[src/sv/gsm_pkg.sv]
package gsm_pkg;

    // audio sample width and limits
    localparam int S24_W = 24;
    localparam logic signed [S24_W-1:0] S24_MAX = 24'sh7FFFFF;
    localparam logic signed [S24_W-1:0] S24_MIN = 24'sh800000;

    // gain smoothing constants
    localparam int GAIN_W = 32;                      // unsigned Q2.30, up to 2.0
    localparam int TGT_W = 16;                       // unsigned Q2.14
    localparam logic [TGT_W-1:0] TARGET_MAX = 16'd32768;
    localparam logic [TGT_W-1:0] TARGET_RESET = 16'd16384;
    localparam logic [GAIN_W-1:0] GAIN_ONE = 32'h4000_0000;
    localparam logic [GAIN_W-1:0] GAIN_MAX = 32'h8000_0000;
    localparam int ALPHA_SHIFT = 20;
    localparam int MULT_SHIFT = 14;

    // shared multiplier operand widths
    localparam int MUL_A_W = 33;
    localparam int MUL_B_W = 17;
    localparam int MUL_P_W = MUL_A_W + MUL_B_W;
    localparam logic signed [MUL_B_W-1:0] ALPHA_Q20 = 17'sd1049;

    // status of the iterative divider
    typedef struct packed {
        logic busy;
        logic done;
    } div_stat_t;

endpackage

[src/sv/gsm_mul.sv]
module gsm_mul
    import gsm_pkg::*;
    (
        input  logic                      clk,
        input  logic signed [MUL_A_W-1:0] a,
        input  logic signed [MUL_B_W-1:0] b,
        output logic signed [MUL_P_W-1:0] prod
    );

    logic signed [MUL_P_W-1:0] prod_reg;

    // one signed multiply per cycle, registered
    always_ff @(posedge clk)
    begin
        prod_reg <= MUL_P_W'(a) * MUL_P_W'(b);
    end

    assign prod = prod_reg;

endmodule

[config.mk]
export PLATFORM = sky130hd
export DESIGN_NAME = gsm_mul
export DESIGN_NICKNAME = d
export VERILOG_FILES = /design/src/sv/gsm_pkg.sv /design/src/sv/gsm_mul.sv
export SDC_FILE = /design/constraint.sdc
export NUM_CORES = 2
export LEC_CHECK = 0
export ABC_AREA = 1
export CORE_ASPECT_RATIO = 0.5
export CORE_MARGIN = 8
export CORE_UTILIZATION = 66
export CTS_CLUSTER_SIZE = 30
export DETAILED_ROUTE_END_ITERATION = 10
export DONT_BUFFER_PORTS = 1
export PLACE_DENSITY = 0.81
export SLEW_MARGIN = 15
export SYNTH_ARGS = -nofsm -noshare
export SYNTH_HDL_FRONTEND = slang
export SYNTH_SLANG_ARGS = --single-unit
[constraint.sdc]
create_clock -name clk -period 8.4 [get_ports clk]
set_input_delay 0.42 -clock clk [delete_from_list [all_inputs] [get_ports clk]]
set_output_delay 0.42 -clock clk [all_outputs]
set_load 0.01 [all_outputs]
==> results by group <==
Synthesis
  – Mapped Nets: 3680
  – Post-Synth Adder-Cell Area: 0.548
  – Mux share of post-synthesis cell area: 0
  – Largest family of logic cells by synthesized area: adder cells
  – Distinct cells, synth: 25
  – Syn Std Cell Area: 22300 µm²
  – Sequential fraction of the synthesis area: 0.0450
  – Post-synthesis xor/xnor area fraction: 0.0102
  – Mean post-synth cell area: 7.48 µm²
  – Synth Warn #: 0
  – Simple-gate portion of the synthesized area: 0.206
  – Syn Inst Count: between 2000 and 3000
  – Synth Area in Compound Gates: 0.00984
  – FF+latch count, synth: 50

Cells and area
  – Largest register FFs: 50
  – Layout Area Growth over Synthesis: 0.899%
  – Layout cells sized above 1: 0.0270
  – Final Non-Filler Cells: 3292
  – Nets: between 3000 and 4000
  – N_diodes: 0
  – Final Util: 0.678

Worst setup path
  – Arr. time, crit path: 5.81 ns
  – Most used cell, CP: fa_1
  – Critical path capture point type: flip-flop
  – Crit-path slowest cell: fa_1
  – WS Path Type: input pin to flip-flop
  – Crit path max-delay family: adder cells
  – Worst path required time: 8.57 ns
  – Worst-path cell chain: inv_1 -> buf_4 -> or2_2 -> fa_1 -> fa_1 -> inv_1 -> fa_1 -> fa_1 -> fa_1 -> inv_1 -> fa_1 -> inv_1 -> ha_1 -> nand2_1 -> inv_1 -> nand2_1 -> nor3_1 -> nand2_1 -> nand2_2 -> a21oi_1 -> xnor2_1
  – Crit start category: input pin
  – Worst Path Buf+Inv: 6
  – Crit path max fanout: 34
  – CP max stage delay: 0.56 ns

Timing
  – Worst-margin pin slew: 0.832 ns
  – Final TNS setup: 0 ns
  – Final hold viol count: 0
  – Period minus WS final: between 5 and 6 ns
  – Post-route clock period utilization: 0.672
  – Fin. max-slew vios: 0
  – Fmax: roughly 180 MHz
  – Setup-failing EPs final: 0
  – RSZ-0062 raised after global routing: false
  – Slew margin rel.: 0.444

Drt
  – Met2 routed WL: 27400 µm
  – WL per Instance: 18.3 µm
  – Via count: 17700
  – Post-DRT Antenna Nets: 0
  – Top layer in use: met4
  – Metal1 wirelength: 23300 µm
  – Number of DRC markers in iteration 0: between 1500 and 2000
  – DRC violations left: 0
  – WL final: 60200 µm
  – Via density: 5.37
  – Met3 WL: 7610 µm
  – Drt first pass iters: 7

Global routing
  – Remaining global-route overflow: 0
  – Gr usage total: 0.313
  – Vias in the first global route: 18800
  – Largest net degree at the start of global routing: 35
  – First-pass GRT wire length: 99200 µm
  – Initial antenna violation count: 0

Clock network
  – Clk slew on worst S/H paths: approximately 0.070 ns
  – Post-CTS setup buffers: 0
  – Clock Path Buffers: 2
  – CTS tree: done
  – Post-CTS Hold Buffers: 0
  – CTS Sinks: 50
  – Post-CTS resize count: 0
  – H-tree levels: 2
  – Root Driver: clkbuf_16
  – TritonCTS buffer count: 5

Floorplanning
  – Width of the chip: 276 µm
  – Area of the core: 33100 µm²
  – Cell Rows: 47
  – Starting density of the core: 0.672
  – Io pins: approximately 100
  – Die area: 40200 µm²
  – Die height: 146 µm

Placed design
  – Cell Count Post-Placement: 3285
  – RD Place Congestion: approximately 0.99
  – Dpl hpwl: 48800 µm
  – PortBufs: 0

Hold path
  – Hold Crit Class: input pin to flip-flop

Outcome
  – Status: complete, no violations

Job
  – Max-cap violations: 0
## per-layer routing
| layer | vias up | GRT usage |
|---|---|---|
| li1 | 7872 | - |
| met5 | - | 0 |
| met2 | 989 | 0.494 |
| met1 | 8652 | 0.432 |
| met4 | 0 | 0.0900 |
| met3 | 178 | 0.0737 |
## layout make-up
cell class | count | area (µm²)
repair buffers | 1 | 7.51
fillers | 2752 | 10700
well taps | 441 | 552
clock inverters | 2 | 15.0
flip-flops and latches | 50 | 1000
multi-input cells | 1850 | 17200
inverters | 943 | 3540
clock buffers | 5 | 125
## synth_stat cells (all sizes together)
master | n | area share
a21oi | 33 | 0.0076
buf | 1 | 0.00017
clkbuf | 132 | 0.022
dfxtp | 50 | 0.045
fa | 536 | 0.48
ha | 117 | 0.066
inv | 943 | 0.16
nand2 | 945 | 0.16
nand3 | 48 | 0.011
nand3b | 1 | 0.00034
nand4 | 18 | 0.0051
nor2 | 97 | 0.020
nor3 | 14 | 0.0052
o21ai | 4 | 0.00090
o21bai | 4 | 0.0013
or2 | 7 | 0.0020
xnor2 | 5 | 0.0020
xor2 | 21 | 0.0083
## logic make-up (layout without fill, tap and decap cells)
logic type,Yosys count,count (layout)
compound gates,41,41
buf+inv,1076,951
xor+xnor,26,26
flops,50,50
simple gates,1130,1130
fa+ha+maj,653,653
## per-stage QoR
step	hold slack, ns	area [µm²]	worst slack (ns)
2_1_floorplan	0.717	22300	2.65
5_1_grt	0.218	22500	2.62
3_5_place_dp	0.531	22300	2.61
4_1_cts	0.224	22500	2.89
6_report	0.225	22500	2.76
3_3_place_gp	0.520	22300	2.62
## path summary, 6_finish.rpt
check	startpoint	end	slack, ns	cells after the start
max	b[16]	prod[25]$_DFF_P_	2.76	21
min	a[0]	prod[0]$_DFF_P_	0.22	2
## layout by cell type (no fill, tap or decap), drive strengths merged
cell type	n
buf	1
nor3	14
or2	7
o21ai	4
clkbuf	5
ha	117
dfxtp	50
fa	536
nand3	48
clkinvlp	2
o21bai	4
xor2	21
a21oi	33
nand3b	1
nor2	97
nand2	945
xnor2	5
nand4	18
inv	943
Power is not shown: default switching activity piles up to over one toggle a cycle in this logic, so the estimate is an artifact.
