--- config.mk ---
export PLATFORM = sky130hd
export DESIGN_NAME = gsm_ram
export DESIGN_NICKNAME = d
export VERILOG_FILES = /design/src/sv/gsm_ram.sv
export SDC_FILE = /design/constraint.sdc
export NUM_CORES = 1
export LEC_CHECK = 0
export BUFFER_PORTS_ARGS = -buffer_cell sky130_fd_sc_hd__buf_2
export CORE_MARGIN = 3
export CORE_UTILIZATION = 61
export DETAILED_ROUTE_END_ITERATION = 8
export PLACE_DENSITY = 0.77
export SLEW_MARGIN = 0
export SYNTH_ARGS = -nofsm -noshare
export SYNTH_HDL_FRONTEND = slang
export SYNTH_SLANG_ARGS = --single-unit
--- constraint.sdc ---
create_clock -name clk -period 3.1 [get_ports clk]
set_clock_uncertainty 0.2 [all_clocks]
set_input_delay 0.465 -clock clk [delete_from_list [all_inputs] [get_ports clk]]
set_output_delay 0.465 -clock clk [all_outputs]
set_load 0.02 [all_outputs]
--- src/sv/gsm_ram.sv ---
module gsm_ram
    #(
        parameter int WIDTH = 24,
        parameter int DEPTH = 20
    )
    (
        input  logic                     clk,
        input  logic                     we,
        input  logic [$clog2(DEPTH)-1:0] waddr,
        input  logic [WIDTH-1:0]         wdata,
        input  logic [$clog2(DEPTH)-1:0] raddr,
        output logic [WIDTH-1:0]         rdata
    );

    logic [WIDTH-1:0] mem [DEPTH];

    always_ff @(posedge clk)
    begin
        if (we)
        begin
            mem[waddr] <= wdata;
        end
        rdata <= mem[raddr];
    end

endmodule

==> summary.md <==
| Metric | Value |
|---|---|
| Post-layout minimum cycle time | between 2 and 2.5 ns |
| Number of I/O port buffers | 59 |
| Comb pwr share | roughly 5.0% |
| CTS tree | built |
| CTS H-tree lvls | 2 |
| Area growth from synthesis to layout | 14.42% |
| Layout filler cell count | between 1500 and 2000 |
| Vias per cell | 6.388 |
| Worst-Margin Slew | about 1.2 ns |
| Die Wd | between 150 and 200 µm |
| # diodes | 0 |
| Worst hold slack | 0.1326 ns |
| Worst min path class | in2reg |
| Final cell count without fillers | between 1500 and 2000 |
| Sw power | roughly 2.9 mW |
| Storage element area | around 15000 µm² |
| Global-route wire length before repair | 63.52 mm |
| Mapped Nets | ~1000 |
| FF-to-FF Start | mem[19][0]$_DFFE_PP_ |
| Reg2Reg Depth | 3 |
| Root Driver | clkbuf_16 |
| Post-Route WL | around 43 mm |
| Post-cts resize count | 0 |
| Synth cell types | 25 |
| Clock Pin Slew Worst Setup and Hold Paths | roughly 0.060 ns |
| Worst Setup End Kind | register |
| WP data arrival | around 2.4 ns |
| Boundary Pins | 60 |
| Internal | between 10 and 15 mW |
| Row cnt | 64 |
| Pleak | roughly 7.6 nW |
| Setup slack, reg-to-reg | approximately 1.3 ns |
| Cells after synthesis | 1005 |
| Initial DRC Count | roughly 1200 |
| Worst-skew pair later-pin latency | between 0.5 and 0.6 ns |
| Post-route ant nets | 0 |
| CP Class | in2reg |
| Setup TNS | 0 ns |
| Clock sink count | a little over 500 |
| Cell area after synthesis | approximately 19000 µm² |
| Period utilization | a little over two thirds |
| Final Setup Violations | 0 |
| Grt total ovfl | 0 |
| Crit path to | rdata[0]$_DFF_P_ |
| Fin. Hold Viols | 0 |
| Dpl cells | approximately 1500 |
| DP HPWL | between 20 and 25 mm |
| Most frequent cells in the layout | edfxtp_1 (480), mux2i_1 (192), nand2_1 (73), buf_2 (58), clkbuf_16 (51) |
| Worst setup path start | raddr[0] |
| Worst setup SP type | input port |
| Die span in y | 183.0 µm |
| Initial Utilization | 62.17% |
| Leading cell type in the layout, fill and taps excluded | edfxtp_1 |
| Status | finished, final reports clean |
| Setup bufs post-CTS | 0 |
| Total core area | about 31000 µm² |
| Sequential share of the synthesized area | about 78% |
| First-pass detailed-route iteration total | 5 |
| Seq cells post-synth | slightly above 500 |
| Reg-to-reg endpoint | rdata[0]$_DFF_P_ |
| Required time worst endpoint | 3.32 ns |
| Largest buffer count on any clock path | 3 |
| Hold_sp | wdata[12] |
| GRT Total Usage | between 20% and 30% |
| Fin nets | approximately 1200 |
| Worst Path Max Fanout | 42 |
| VDD IR-drop max | approximately 510 µV |
| Multi-input gate area | around 4000 µm² |
| Max Clock Freq | around 0.46 GHz |
| Yosys warnings | 0 |
| Gpl congestion | about 0.79 |
| Max-cap viol count | 0 |
| DR WL/cell | between 20 and 30 µm |
| Clk pwr share | between 40% and 50% |
| Die Area | between 30000 and 40000 µm² |
| Initial antenna violation count | 0 |
| Worst rel slew slack | approximately a fifth |
| Hold_buf cts | 0 |
| Via count | just under 10000 |
| Largest net degree at the start of global routing | between 40 and 50 |
| Total Power | ~14 mW |
| CTS Buf Count | 49 |
| Slew Limit Fails | 0 |
| Mean post-synth cell area | 19.02 µm² |
| Sequential group share of total power | 53.4% |
| Layout cell share with drive strength beyond 1 | about 22% |
| Vias in the first global route | 10000 |
| Power Dens Cells | ~650 nW/µm² |
| Drt drc | 0 |
| RSZ-0062 raised after global routing | no |
| Switch share | 20.18% |
==> registers in the layout (all words and copies together) (netlist names) <==
register,flops
mem,480
rdata,24
==> critical path: stages <==
cell	delay [ns]
buf_8	0.34
buf_12	0.37
mux4_2	0.56
a211oi_1	0.46
nand2_1	0.15
==> kinds of logic (layout without fill, tap and decap cells) <==
group | after synthesis | count (layout) | share of synthesized area, %
flip-flops | 504 | 504 | 77.92
AO/OA/AOI/OAI | 96 | 96 | 4.110
buffers and inverters | 54 | 208 | 1.793
multiplexers | 216 | 216 | 12.88
AND/OR/NAND/NOR | 135 | 135 | 3.299
==> through the flow <==
stage                     worst slack (ns)  utilization (%)  area (µm²)
after floorplan                     0.4543                -       19120
after global placement              0.4213            65.85       20250
after detailed placement            0.4104            65.85       20250
after CTS                           0.9735            71.13       21870
after global routing                0.9254            71.13       21870
final                               0.9325            71.13       21870
==> metal layers <==
| metal | global-route usage, % | wire length (µm) | vias to the layer above |
|---|---|---|---|
| met5 | 0 | 0 | - |
| met4 | 6.368 | 827 | 0 |
| met3 | 4.562 | 3985 | 71 |
| met2 | 41.48 | 20820 | 510 |
| met1 | 38.15 | 17240 | 5082 |
| li1 | - | - | 4271 |
==> power groups by stage <==
stage | Sequential (mW) | Combinational, mW | Clock (mW)
6_report | 7.61 | 0.713 | 5.92
5_1_grt | 7.61 | 0.758 | 6.25
4_1_cts | 7.61 | 0.715 | 5.97
3_5_place_dp | 7.75 | 0.710 | 0
3_3_place_gp | 7.74 | 0.692 | 0
2_1_floorplan | 7.78 | 0.356 | 0
==> layout make-up <==
class | count | area share, %
clock buffer | 73 | 6.441
clock inverter | 18 | 0.9782
multi-input combinational | 447 | 18.37
sequential | 504 | 68.10
tap | 396 | 2.265
timing repair buffer | 117 | 3.844
==> Yosys cell counts <==
cell type	instances	area, µm²
a211oi_1	24	180.2
a22oi_1	24	180.2
and2_1	1	6.260
buf_2	12	60.06
buf_4	14	105.1
buf_6	7	78.83
clkbuf_1	19	71.32
clkbuf_8	2	27.53
dfxtp_1	24	480.5
edfxtp_1	480	14410
mux2i_1	192	1922
mux4_2	24	540.5
nand2_1	73	274.0
nand3_1	1	5.000
nand3b_1	3	22.52
nand4_1	24	150.1
nand4b_1	1	8.760
nand4bb_1	2	22.52
nor2_1	23	86.33
nor2b_1	2	12.51
o22ai_1	28	175.2
o22ai_2	20	250.2
or3_1	1	6.260
or3b_2	3	26.28
or4b_1	1	10.01
==> worst min-delay path by stage <==
| stage | to | cells after the start | slack [ns] |
|---|---|---|---|
| 4_1_cts | mem[16][12]$_DFFE_PP_ | 1 | 0.11 |
| 3_5_place_dp | rdata[11]$_DFF_P_ | 4 | 0.38 |
| 2_1_floorplan | rdata[22]$_DFF_P_ | 4 | 0.35 |
| 5_1_grt | mem[12][12]$_DFFE_PP_ | 1 | 0.14 |
| 6_report | mem[4][12]$_DFFE_PP_ | 1 | 0.13 |
| 3_3_place_gp | rdata[8]$_DFF_P_ | 4 | 0.37 |
(Power assumes the default switching activity.)
