<file path="src/sv/gsm_pkg.sv">
package gsm_pkg;

    // audio sample width and limits
    localparam int S24_W = 24;
    localparam logic signed [S24_W-1:0] S24_MAX = 24'sh7FFFFF;
    localparam logic signed [S24_W-1:0] S24_MIN = 24'sh800000;

    // gain smoothing constants
    localparam int GAIN_W = 32;                      // unsigned Q2.30, up to 2.0
    localparam int TGT_W = 16;                       // unsigned Q2.14
    localparam logic [TGT_W-1:0] TARGET_MAX = 16'd32768;
    localparam logic [TGT_W-1:0] TARGET_RESET = 16'd16384;
    localparam logic [GAIN_W-1:0] GAIN_ONE = 32'h4000_0000;
    localparam logic [GAIN_W-1:0] GAIN_MAX = 32'h8000_0000;
    localparam int ALPHA_SHIFT = 20;
    localparam int MULT_SHIFT = 14;

    // shared multiplier operand widths
    localparam int MUL_A_W = 33;
    localparam int MUL_B_W = 17;
    localparam int MUL_P_W = MUL_A_W + MUL_B_W;
    localparam logic signed [MUL_B_W-1:0] ALPHA_Q20 = 17'sd1049;

    // status of the iterative divider
    typedef struct packed {
        logic busy;
        logic done;
    } div_stat_t;

endpackage

</file>
<file path="src/sv/gsm_div.sv">
module gsm_div
    import gsm_pkg::*;
    #(
        parameter int WINDOW = 20,
        parameter int SUM_W = 29
    )
    (
        input  logic                    clk,
        input  logic                    rst_n,
        input  logic                    start,
        input  logic signed [SUM_W-1:0] sum_l,
        input  logic signed [SUM_W-1:0] sum_r,
        output div_stat_t               stat,
        output logic signed [S24_W-1:0] quo_l,
        output logic signed [S24_W-1:0] quo_r
    );

    // reciprocal scaled so that floor(mag * RECIP >> K_SHIFT) is exact for any SUM_W-bit mag
    localparam int K_SHIFT = SUM_W + $clog2(WINDOW);
    localparam int RCP_W   = SUM_W + 1;
    localparam int PRD_W   = SUM_W + RCP_W;
    localparam logic [63:0] RCP_FULL =
        ((64'd1 << K_SHIFT) + 64'(WINDOW) - 64'd1) / 64'(WINDOW);
    localparam logic [RCP_W-1:0] RECIP = RCP_FULL[RCP_W-1:0];
    localparam logic [1:0] LAST_STEP = 2'd2;

    logic signed [SUM_W-1:0] sum_in [2];
    logic [SUM_W-1:0]        mag [2];
    logic [SUM_W-1:0]        mul_in;

    logic [SUM_W-1:0]  mag_reg [2];
    logic              neg_reg [2];
    logic [PRD_W-1:0]  prod_reg;
    logic [S24_W-1:0]  quo_reg [2];
    logic [1:0]        cnt_reg;
    logic              busy_reg;
    logic              done_reg;

    assign sum_in[0] = sum_l;
    assign sum_in[1] = sum_r;

    // magnitude per lane
    always_comb
    begin
        for (int i = 0; i < 2; i++)
        begin
            mag[i] = sum_in[i][SUM_W-1] ? SUM_W'(-sum_in[i]) : SUM_W'(sum_in[i]);
        end
    end

    // left lane goes through the multiplier first, then the right
    assign mul_in = (cnt_reg == 2'd0) ? mag_reg[0] : mag_reg[1];

    always_ff @(posedge clk or negedge rst_n)
    begin
        if (!rst_n)
        begin
            busy_reg <= 1'b0;
            done_reg <= 1'b0;
            cnt_reg  <= '0;
        end
        else
        begin
            done_reg <= 1'b0;
            if (start)
            begin
                busy_reg <= 1'b1;
                cnt_reg  <= '0;
            end
            else if (busy_reg)
            begin
                cnt_reg <= cnt_reg + 1'b1;
                if (cnt_reg == LAST_STEP)
                begin
                    busy_reg <= 1'b0;
                    done_reg <= 1'b1;
                end
            end
        end
    end

    always_ff @(posedge clk)
    begin
        if (start)
        begin
            for (int i = 0; i < 2; i++)
            begin
                mag_reg[i] <= mag[i];
                neg_reg[i] <= sum_in[i][SUM_W-1];
            end
        end
        else if (busy_reg)
        begin
            prod_reg <= PRD_W'(mul_in) * PRD_W'(RECIP);
            if (cnt_reg == 2'd1)
            begin
                quo_reg[0] <= prod_reg[K_SHIFT +: S24_W];
            end
            if (cnt_reg == LAST_STEP)
            begin
                quo_reg[1] <= prod_reg[K_SHIFT +: S24_W];
            end
        end
    end

    // truncation toward zero: divide the magnitude, then restore the sign
    assign quo_l = neg_reg[0] ? -$signed(quo_reg[0]) : $signed(quo_reg[0]);
    assign quo_r = neg_reg[1] ? -$signed(quo_reg[1]) : $signed(quo_reg[1]);

    assign stat.busy = busy_reg;
    assign stat.done = done_reg;

endmodule

</file>
<file path="config.mk">
export PLATFORM = sky130hd
export DESIGN_NAME = gsm_div
export DESIGN_NICKNAME = d
export VERILOG_FILES = /design/src/sv/gsm_pkg.sv /design/src/sv/gsm_div.sv
export SDC_FILE = /design/constraint.sdc
export NUM_CORES = 1
export LEC_CHECK = 0
export BUFFER_PORTS_ARGS = -buffer_cell sky130_fd_sc_hd__buf_2
export CORE_MARGIN = 4
export CORE_UTILIZATION = 30
export DETAILED_ROUTE_END_ITERATION = 8
export PLACE_DENSITY = 0.46
export SETUP_SLACK_MARGIN = 0.4
export SLEW_MARGIN = 20
export SYNTH_ARGS = -nofsm -noshare
export SYNTH_HDL_FRONTEND = slang
export SYNTH_SLANG_ARGS = --single-unit
</file>
<file path="constraint.sdc">
create_clock -name clk -period 25.4 [get_ports clk]
set_input_delay 2.54 -clock clk [delete_from_list [all_inputs] [get_ports clk]]
set_output_delay 2.54 -clock clk [all_outputs]
set_load 0.01 [all_outputs]
</file>
==> results.yml <==
yosys:
  synth_nets: 2613
  synth_top_area_frac: 0.304
  synth_edf_count: 132
  ys_seq_elements: 136
  synth_cell_type_count: 60
  ys_seq_area_frac: 0.199
  netlist_top_cells_area: "fa_1 30%, edfxtp_1 19%, ha_1 17%, inv_1 10%, xnor2_1 4.5%"
  yosysTopAreaCell: "fa_1"
  syn_avg_cell_area_um2: 10.4
  synth_area_um2: 20400
  synth_ff_type: "edfxtp_1"
  synth_most_common_cell: "inv_1"
  yosys_warnings: 0
  yosys-top-cells-count: "564 x inv_1, 310 x fa_1, 281 x ha_1"
  netlist_instances: 1961
  synthArstFlopShare: 0.0294
timing:
  setup_tns_ns: 0
  tightest_slew_ns: 1.08
  max_freq_ghz: 0.112
  slew_headroom: 0.274
  finalCriticalPeriod_ns: 8.91
  fin_crit_sh: 0.351
  final-hold-violation-count: 0
  finalClockSkew_ns: 0.0103
  rsz0062_at_grt: "false"
  slew_violations: 0
  setup_viol: 0
grt:
  antenna_found_initial: 1
  grt_pass1_vias: 14519
  grt_max_degree: 44
  grt_pass1_wl_um: 87400
  overflow: 0
  gr-usage-all-layers: 0.162
floorplan:
  coreArea_um2: 67300
  design.portCount: 111
  rows: 95
  dieArea_um2: 72300
  die_h_um: 269
  start_util: 0.303
  dieWidth_um: 269
clocking:
  h-tree-depth: 4
  cts_buffer_depth: 2
  cts-root-buf: "clkbuf_16"
  holdBufCountCts: 0
  post_cts_resized: 0
  numClockSinks: 136
  numCtsBuffers: 17
  path_clk_slew_ns: 0.07
  post_cts_buffers: 0
  clkLatencyLatePin_ns: 0.46
  cts_tree: "yes"
critical_path:
  critical_path.startpoint_type: "flip-flop"
  critical_path_class: "flip-flop to flip-flop"
  crit_fanout: 36
  required_ns: 25.67
  arrival_ns: 9.18
  end_kind: "flip-flop"
run:
  cap_violations: 0
hold_path:
  holdCritPathClass: "flip-flop to flip-flop"
route:
  first_iter_violations: 635
  drcViolationCount: 0
  routed_wl_um: 56300
  vias: 13330
  dr.pass1.iters: 5
  vias_per_cell: 4.51
  postRouteAntennaNets: 0
  wire_per_inst_um: 19.1
layout:
  area_growth_pct: 10.6
  drive_gt1_frac: 0.0957
  post-route-util: 0.336
  num-nets-final: 2719
  largest_register_ffs: 58
  n_antenna_cell: 0
place:
  place_hpwl_um: 49700
  portBuffers: 110
  place_congestion: 0.921
outcome:
  outcome: "finished, final reports clean"
==> routing by layer <==
layer	global-route usage	up-vias	wire length [µm]
met5	0	-	0
met4	0.0400	0	1130
met3	0.0341	48	2670
met2	0.255	259	25200
met1	0.228	6542	27300
li1	-	6481	-
==> cell type report <==
type,instances,area (µm²)
Sequential cell,136,4060
Clock inverter,15,171
Inverter,564,2120
Tap cell,873,1090
Clock buffer,17,425
Multi-Input combinational cell,1232,14100
Timing Repair Buffer,116,603
Fill cell,6909,44700
==> layout by cell type, fill, tap and decap left out, drive strengths merged, types with 17 or more instances in the layout <==
cell type | Yosys | routed
nor2 | 25 | 25
ha | 281 | 281
a21o | 32 | 32
clkbuf | 22 | 17
xnor2 | 105 | 105
edfxtp | 132 | 132
fa | 310 | 310
nand2 | 78 | 78
mux2 | 30 | 30
nand3 | 20 | 20
buf | 7 | 116
o31ai | 23 | 23
xor2 | 34 | 34
o21ai | 57 | 57
a21oi | 47 | 47
inv | 564 | 575
==> critical path, stage by stage, from the launching register on <==
cell	delay, ns
dfrtp_1	0.40
inv_1	0.10
ha_2	0.17
buf_4	0.40
mux2i_1	0.80
inv_1	0.27
ha_1	0.38
inv_1	0.18
fa_1	0.46
fa_1	0.52
inv_1	0.08
fa_1	0.53
fa_1	0.44
fa_1	0.54
inv_1	0.05
fa_1	0.53
inv_1	0.04
ha_1	0.33
and3_1	0.26
and4_1	0.21
o211ai_1	0.09
o211ai_1	0.26
o211ai_1	0.20
a211oi_1	0.73
o21ai_0	0.31
a311oi_1	0.37
==> final timing paths <==
check                              from        endpoint  slack (ns)  depth (start not counted)
max                          cnt_reg[1]    prod_reg[55]       16.49                         25
min                        prod_reg[37]  quo_reg[0][27]        0.45                          0
max reg2reg                  cnt_reg[1]    prod_reg[55]       16.49                         25
min reg2reg                prod_reg[37]  quo_reg[0][27]        0.45                          0
max in group asynchronous         rst_n      cnt_reg[0]       23.38                          1
min in group asynchronous         rst_n        done_reg        1.88                          1
==> cells by family after synthesis <==
logic type | Yosys count | synth area share
AO/OA/AOI/OAI | 228 | 0.0738
XOR/XNOR | 139 | 0.0597
adder cells (fa/ha/maj) | 591 | 0.476
buffers and inverters | 593 | 0.110
flip-flops | 136 | 0.199
multiplexers | 36 | 0.0195
AND/OR/NAND/NOR | 238 | 0.0617
==> per-stage QoR <==
stage               hold slack (ns)  cells  setup WS [ns]  cell area (µm²)
finish                        0.446   2953          16.49            22600
global route                  0.463   2953          16.02            22600
CTS                           0.451   2953          16.47            22600
detailed placement            0.432   2921          16.50            22000
global placement              0.433   2920          16.60            22000
floorplan                     0.421   1961          17.25            20400
Power is left out: the tool's default activity adds up to more than one toggle a clock period on the data nets, which glitch-free logic cannot reach.
